--- config.mk ---
export PLATFORM = sky130hd
export DESIGN_NAME = dsbs_ctrl
export DESIGN_NICKNAME = d
export VERILOG_FILES = /design/src/hw/rtl/decaying_sine_bank_synth_core_defines.svh /design/src/hw/rtl/dsbs_pkg.sv /design/src/hw/rtl/dsbs_ctrl.sv
export SDC_FILE = /design/constraint.sdc
export NUM_CORES = 1
export LEC_CHECK = 0
export ABC_AREA = 1
export BUFFER_PORTS_ARGS = -buffer_cell sky130_fd_sc_hd__buf_4
export CAP_MARGIN = 20
export CORE_AREA = 5 5 42 44
export CTS_CLUSTER_SIZE = 8
export DETAILED_ROUTE_END_ITERATION = 8
export DIE_AREA = 0 0 47 49
export HOLD_SLACK_MARGIN = 0.05
export PLACE_DENSITY = 0.72
export SLEW_MARGIN = 25
export SYNTH_ARGS = -nofsm -noshare
export SYNTH_HDL_FRONTEND = slang
export SYNTH_SLANG_ARGS = --single-unit
--- constraint.sdc ---
create_clock -name clk -period 1.75 [get_ports clk]
set_input_delay 0.35 -clock clk [delete_from_list [all_inputs] [get_ports clk]]
set_output_delay 0.35 -clock clk [all_outputs]
set_load 0.01 [all_outputs]
--- src/hw/rtl/decaying_sine_bank_synth_core_defines.svh ---
// Assertion macros shared by the decaying sine bank RTL.
// Include this header in any file that carries concurrent checks; it needs clk and rst_n.
`ifndef DECAYING_SINE_BANK_SYNTH_CORE_DEFINES_SVH
`define DECAYING_SINE_BANK_SYNTH_CORE_DEFINES_SVH

// The consequent must hold in the cycle after the antecedent.
`define DSBS_ASSERT_NEXT(lbl, ante, cons) \
  lbl: assert property (@(posedge clk) disable iff (!rst_n) (ante) |=> (cons)) \
    else $error("dsbs: next-cycle check failed");

// The consequent must hold in the same cycle as the antecedent.
`define DSBS_ASSERT_NOW(lbl, ante, cons) \
  lbl: assert property (@(posedge clk) disable iff (!rst_n) (ante) |-> (cons)) \
    else $error("dsbs: same-cycle check failed");

`endif

--- src/hw/rtl/dsbs_pkg.sv ---
// Package for the decaying sine bank: sizes, codes, interface structs and the sine table.
// No dependencies; used by every module of the block.
package dsbs_pkg;

  localparam int MAX_PARTIALS     = 16;
  localparam int SINE_TABLE_DEPTH = 1024;

  localparam int SINE_AW   = $clog2(SINE_TABLE_DEPTH);
  localparam int PIDX_W    = (MAX_PARTIALS > 1) ? $clog2(MAX_PARTIALS) : 1;
  localparam int CNT_W     = $clog2(MAX_PARTIALS + 1);
  localparam int PROD_W    = 48;
  localparam int ACC_W     = PROD_W + $clog2(MAX_PARTIALS) + 1;
  localparam int GAIN_W    = 17;
  localparam int SCALE_W   = ACC_W + GAIN_W;
  localparam int DIV_CNT_W = $clog2(ACC_W + 1);
  localparam int MUL_CNT_W = $clog2(GAIN_W + 1);
  localparam int OUT_SHIFT = 37;

  localparam int CFG_IDX_W  = 8;
  localparam int CFG_DATA_W = 32;

  localparam logic [GAIN_W-1:0]  FULL_GAIN  = 17'h10000;
  localparam logic signed [23:0] SAMPLE_MAX = 24'sh7FFFFF;
  localparam logic signed [23:0] SAMPLE_MIN = -24'sh800000;
  localparam logic [63:0]        HALF_PI_Q30 = 64'd1686629713;

  // Register reset values.
  localparam logic [4:0]  PCOUNT_RESET    = 5'd1;
  localparam logic [31:0] PPH_RESET       = 32'd22906492;
  localparam logic [15:0] RAMP_STEP_RESET = 16'd1366;

  // Configuration register indexes.
  localparam logic [CFG_IDX_W-1:0] CFG_PARTIAL_COUNT  = 8'd0;
  localparam logic [CFG_IDX_W-1:0] CFG_PHASE_PER_HZ   = 8'd1;
  localparam logic [CFG_IDX_W-1:0] CFG_RAMP_UP_STEP   = 8'd2;
  localparam logic [CFG_IDX_W-1:0] CFG_RAMP_DOWN_STEP = 8'd3;

  typedef enum logic [1:0] {
    FUNC_TICK   = 2'd0,
    FUNC_ATTACK = 2'd1,
    FUNC_RETRIG = 2'd2,
    FUNC_LOAD   = 2'd3
  } func_t;

  typedef enum logic [3:0] {
    ST_IDLE, ST_PREP, ST_RD, ST_S1, ST_S2, ST_S3, ST_S4, ST_S5,
    ST_ACC, ST_DSET, ST_DIV, ST_MUL, ST_FIN
  } state_t;

  typedef struct packed {
    logic [4:0]  partial_count;
    logic [31:0] phase_per_hz;
    logic [15:0] ramp_up_step;
    logic [15:0] ramp_down_step;
  } cfg_t;

  // Commands from the controller to the datapath.
  typedef struct packed {
    logic accept;
    logic m1;
    logic wr_reload;
    logic wr_update;
    logic acc;
    logic next;
    logic div_init;
    logic div_step;
    logic mul_init;
    logic mul_step;
    logic out_load;
  } cmd_t;

  // Status from the datapath to the controller.
  typedef struct packed {
    logic pass_en;
    logic active;
    logic last;
    logic div_done;
    logic mul_done;
  } stat_t;

  typedef logic signed [23:0] sine_tab_t [SINE_TABLE_DEPTH];

  // Builds the sine table at elaboration: quadrant folding and a Taylor series in Q30.
  function automatic sine_tab_t build_sine_tab();
    sine_tab_t          tab;
    logic [63:0]        turn;
    logic [63:0]        r;
    logic [63:0]        x;
    logic [63:0]        x2;
    logic [63:0]        term;
    logic [63:0]        s;
    logic signed [63:0] sum;
    logic signed [63:0] val;
    logic [1:0]         quad;
    for (int i = 0; i < SINE_TABLE_DEPTH; i++) begin
      turn = (64'(i) << 32) / 64'(SINE_TABLE_DEPTH);
      quad = turn[31:30];
      r    = {34'd0, turn[29:0]};
      if (quad[0]) begin
        r = 64'h4000_0000 - r;
      end
      x    = (r * HALF_PI_Q30) >> 30;
      x2   = (x * x) >> 30;
      term = x;
      sum  = $signed(x);
      for (int k = 1; k <= 7; k++) begin
        term = (term * x2) >> 30;
        case (k)
          1: begin
            term = term / 64'd6;
          end
          2: begin
            term = term / 64'd20;
          end
          3: begin
            term = term / 64'd42;
          end
          4: begin
            term = term / 64'd72;
          end
          5: begin
            term = term / 64'd110;
          end
          6: begin
            term = term / 64'd156;
          end
          default: begin
            term = term / 64'd210;
          end
        endcase
        if (k[0]) begin
          sum = sum - $signed(term);
        end else begin
          sum = sum + $signed(term);
        end
      end
      if (sum < 0) begin
        sum = '0;
      end
      s   = $unsigned(sum);
      val = $signed((s * 64'd8388607 + 64'd536870912) >> 30);
      if (val > 64'sd8388607) begin
        val = 64'sd8388607;
      end
      if (quad[1]) begin
        val = -val;
      end
      tab[i] = 24'(val);
    end
    return tab;
  endfunction

endpackage

--- src/hw/rtl/dsbs_ctrl.sv ---
// Controller state machine of the decaying sine bank: sequences each tick over the partials,
// the divider and the gain multiplier, and owns the result valid. Depends on dsbs_pkg.
module dsbs_ctrl (
  input  logic            clk,
  input  logic            rst_n,
  input  logic            in_valid,
  input  logic [1:0]      in_func,
  output logic            in_stall,
  output logic            out_valid,
  input  logic            out_stall,
  input  dsbs_pkg::stat_t stat,
  output dsbs_pkg::cmd_t  cmd
);
  import dsbs_pkg::*;

  state_t st_r;
  state_t st_nxt;
  logic   out_valid_r;
  logic   out_valid_nxt;

  // State and result valid registers.
  always_ff @(posedge clk) begin
    if (!rst_n) begin
      st_r        <= ST_IDLE;
      out_valid_r <= 1'b0;
    end else begin
      st_r        <= st_nxt;
      out_valid_r <= out_valid_nxt;
    end
  end

  // Next state and commands.
  always_comb begin
    st_nxt        = st_r;
    cmd           = '0;
    out_valid_nxt = out_valid_r & out_stall;
    in_stall      = (st_r != ST_IDLE);
    case (st_r)
      ST_IDLE: begin
        if (in_valid) begin
          cmd.accept = 1'b1;
          if (in_func == FUNC_TICK) begin
            st_nxt = ST_PREP;
          end
        end
      end
      ST_PREP: begin
        st_nxt = stat.pass_en ? ST_RD : ST_FIN;
      end
      ST_RD: begin
        st_nxt = ST_S1;
      end
      ST_S1: begin
        cmd.m1 = 1'b1;
        if (stat.active) begin
          st_nxt = ST_S2;
        end else begin
          // Reload only: the partial is restarted but produces nothing.
          cmd.wr_reload = 1'b1;
          cmd.next      = 1'b1;
          st_nxt        = stat.last ? ST_FIN : ST_RD;
        end
      end
      ST_S2: begin
        st_nxt = ST_S3;
      end
      ST_S3: begin
        st_nxt = ST_S4;
      end
      ST_S4: begin
        cmd.wr_update = 1'b1;
        st_nxt        = ST_S5;
      end
      ST_S5: begin
        st_nxt = ST_ACC;
      end
      ST_ACC: begin
        cmd.acc  = 1'b1;
        cmd.next = 1'b1;
        st_nxt   = stat.last ? ST_DSET : ST_RD;
      end
      ST_DSET: begin
        cmd.div_init = 1'b1;
        st_nxt       = ST_DIV;
      end
      ST_DIV: begin
        if (stat.div_done) begin
          cmd.mul_init = 1'b1;
          st_nxt       = ST_MUL;
        end else begin
          cmd.div_step = 1'b1;
        end
      end
      ST_MUL: begin
        if (stat.mul_done) begin
          st_nxt = ST_FIN;
        end else begin
          cmd.mul_step = 1'b1;
        end
      end
      ST_FIN: begin
        if (!out_valid_r || !out_stall) begin
          cmd.out_load  = 1'b1;
          out_valid_nxt = 1'b1;
          st_nxt        = ST_IDLE;
        end
      end
      default: begin
        st_nxt = ST_IDLE;
      end
    endcase
  end

  assign out_valid = out_valid_r;

endmodule

======== Word level (Yosys, flattened, before mapping) ========
Index checks and enable logic that the tools add are counted.
operators by class
  equal/unequal tests ..................... 17
  muxes and demuxes ....................... 27
  bitwise logic cells ..................... 1
  reductions and logical operators ........ 7
operator list
  kind                count
  $pmux 4 s13         1
  $mux 4              9
  $eq 4x4->1 const B  5
  $eq 4x3->1 const B  4
  $mux 1              14
  $ne 2x2->1 const B  5
  $eq 4x2->1 const B  2
  $reduce_and 5->1    1
  $eq 4x1->1 const B  1
  $logic_not 4->1     1
  $mux 2              2
  $reduce_bool 4->1   1
  $logic_not 1->1     2
  $logic_not 2->1     1
  $pmux 1 s2          1
  $and 1x1->1         1
  $logic_or 1x1->1    1
storage, ports and cells
  flip-flop bits (word level) ............. 5
  bits of input ports ..................... 11
  output and inout bits ................... 13
  logic and storage cells ................. 54

======== Longest topological paths before layout ========
  word-level depth ........................ 4
  depth in mapped cells ................... 9
  gate-level depth less buffers ........... 9

======== Least setup slack after synthesis ========
No wires, ideal clock.
  path type ............................... flip-flop to output port
  start ................................... reg st_r[0]
  end ..................................... out cmd[5] (netlist name)
  arrival ................................. 0.947 ns
  data required time ...................... 1.400 ns
  slack ................................... 0.453 ns
  stages on the path, launching flop included .. 5
  path buffers ............................ 0
  path through ............................ dfxtp_1 nand2_2 nor2_2 inv_1 o22ai_1
RTL lines
  item                      line             text
  start: declaration        dsbs_ctrl.sv:16  state_t st_r;
  start signal: assignment  dsbs_ctrl.sv:27  st_r <= st_nxt;
  end: declaration          dsbs_ctrl.sv:12  output dsbs_pkg::cmd_t cmd

==> results.cfg <==
[run_status]
status = complete, no violations

[global_routing]
grt_max_degree = 7
grt_pass1_wl_microns = 2190
track_usage = 0.129
gr-total-overflow = 0
antenna_found_initial = 0
grt_pass1_vias = 576

[worst_setup_path]
slowest_stage = dfxtp_1
path_cells = nand2_2, nor2_2, inv_1, o22ai_1, buf_4
cp.required_ps = 1400
end_kind = primary output
critPathBufInv = 2
cp_max_fo = 6
path_class = reg -> out
cp-startpoint = st_r[0]$_SDFFE_PN0P_
worst_r2r_startpoint = st_r[0]$_SDFFE_PN0P_
cp_top_family = flip-flops
cp_slowest_stage_delay_ps = 430
crit_path_start_kind = register
arrival_ps = 1290

[floorplanning]
core_sq_um = 1400
start_util = 0.358
die_width_microns = 47
die_h_microns = 49
die-area_sq_um = 2300
io_pins = 24
row_count = 14

[timing]
skew_ps = 0.124
fin_ws_ps = 108
hold_viol = 0
fin_crit_ps = 1640
drv_slew = 0
whs_ps = 387
max_freq_mhz = 609
relSlewSlack = 0.809
setup_viol = 0
worstMarginPinSlew_ps = 285
finalCritPeriodShare = 0.938
tns_ps = 0
rsz0062_at_grt = false

[logic_synthesis]
synth_nets = 106
synth_commonest_cells = nand2_1 (24), inv_1 (19), nor2_1 (17), nand3_1 (8)
synth_cell_types = 17
synth_edf_count = 0
yosysMostFrequentCell = nand2_1
postSynth.asyncResetShare = 0
ys.flop_type = dfxtp_1
syn_area_sq_um = 502
yosysTopAreaCell = dfxtp_1
synth_area_per_cell_sq_um = 5.28
netlist_instances = 95
ys_ff_latch = 5
yosys-top-cells-area = dfxtp_1 (20%), nand2_1 (18%), inv_1 (14%), nor2_1 (13%), nand3_1 (8.0%)
synth_top_area_share = 0.200
ys_seq_area_frac = 0.200
yosysWarnings = 0

[routing]
drt_first_iter_violations = 8
vias_per_cell = 4.65
drc_errors = 0
drtPass1Iterations = 4
wire_per_inst_microns = 9.60
totalWireLength_microns = 1330
num_vias = 642
ant_nets = 0

[clock_tree]
cts_buffer_depth = 2
cts_root_buffer = clkbuf_4
clkSinkCount = 5
hold_buffers = 0
insertion_delay_ps = 240
numCtsBuffers = 3
cts_setup_buffers = 0
htreeDepth = 1
cts-resized-gates = 0
clkTransAtPathRegs_ps = 40
tritoncts = built

[hold_path]
min-delay-start = out_stall
hp-class = in -> reg

[power]
vdd_ir_drop_max_mv = 0.447
power_density_nw_per_um2 = 483
cellLeakagePower_uw = 0.000441
total_power_uw = 348

[final_layout]
nFillCells = 165
nets = 134
antenna_cells = 0
syn2layout_area_growth_pct = 43.6
drive_gt1_frac = 0.311
instances_no_fill = 138

[placed_design]
dp_hpwl_microns = 1150
pre_cts_ws_ps = 368
gp_congestion = 0.756
io_buffers = 23
dp.cells = 134

[flow_run]
cap_violations = 0
## stage by stage
stage | cell area, sq um | utilization
2_1_floorplan | 502 | -
4_1_cts | 721 | 0.514
3_5_place_dp | 694 | 0.496
6_report | 721 | 0.514
5_1_grt | 721 | 0.514
3_3_place_gp | 694 | 0.496
## layout make-up
class	count	area, sq um	area share
flip-flops and latches	5	100	0.139
repair buffers	23	173	0.240
inverters	21	78.8	0.109
multi-input cells	69	323	0.448
clock buffers	4	26.3	0.0365
well taps	16	20.0	0.0278
## worst paths after layout
check,end,slack (ps),cells past startpoint
worst min-delay path,out_valid$_SDFF_PN0_,390,3
worst max-delay path,cmd[5],110,5
worst max register to register,st_r[3]$_SDFFE_PN0P_,480,8
worst min register to register,out_valid$_SDFF_PN0_,480,2
## layer usage
layer | share of wire | global-route usage
met3 | 0.054 | 0.0185
met1 | 0.41 | 0.148
met4 | 0.030 | 0.0922
met2 | 0.51 | 0.206
met5 | 0 | 0
## sequential cells by signal, summed over array words and instances, names as in the netlist
name / flops
st_r: 4
out_valid: 1
## power by group
part	switching, uW	internal (uW)	total, uW
clock network	46.1	86.1	132
registers	5.63	118	124
logic	51.5	41.1	92.6
## placed cells by master, fill, tap and decap left out
cell type,count
nand3_1,8
nor3_1,1
o22ai_1,1
a21oi_1,5
a21oi_2,1
clkbuf_1,1
inv_1,19
dfxtp_1,5
inv_2,2
o21ai_1,1
nor2_4,1
o211ai_1,1
nor2_1,17
nand2_2,4
nand2_1,24
nor2_2,3
buf_4,23
o21ai_0,1
nand2_4,1
clkbuf_4,3
## kinds of logic after synthesis
group | count (synthesis) | synth area share
simple gates | 59 | 0.529
flops | 5 | 0.200
compound gates | 10 | 0.115
buf+inv | 21 | 0.157
## worst reg2reg max path: stages, from the launching register on
cell and delay (ps):
dfxtp_1 430, inv_1 90, nor2_1 170, nand3_1 140, nand2_1 100, inv_1 40
nand2_1 50, nand2_1 70, a21oi_2 120
Power figures use the tool's default switching activity.
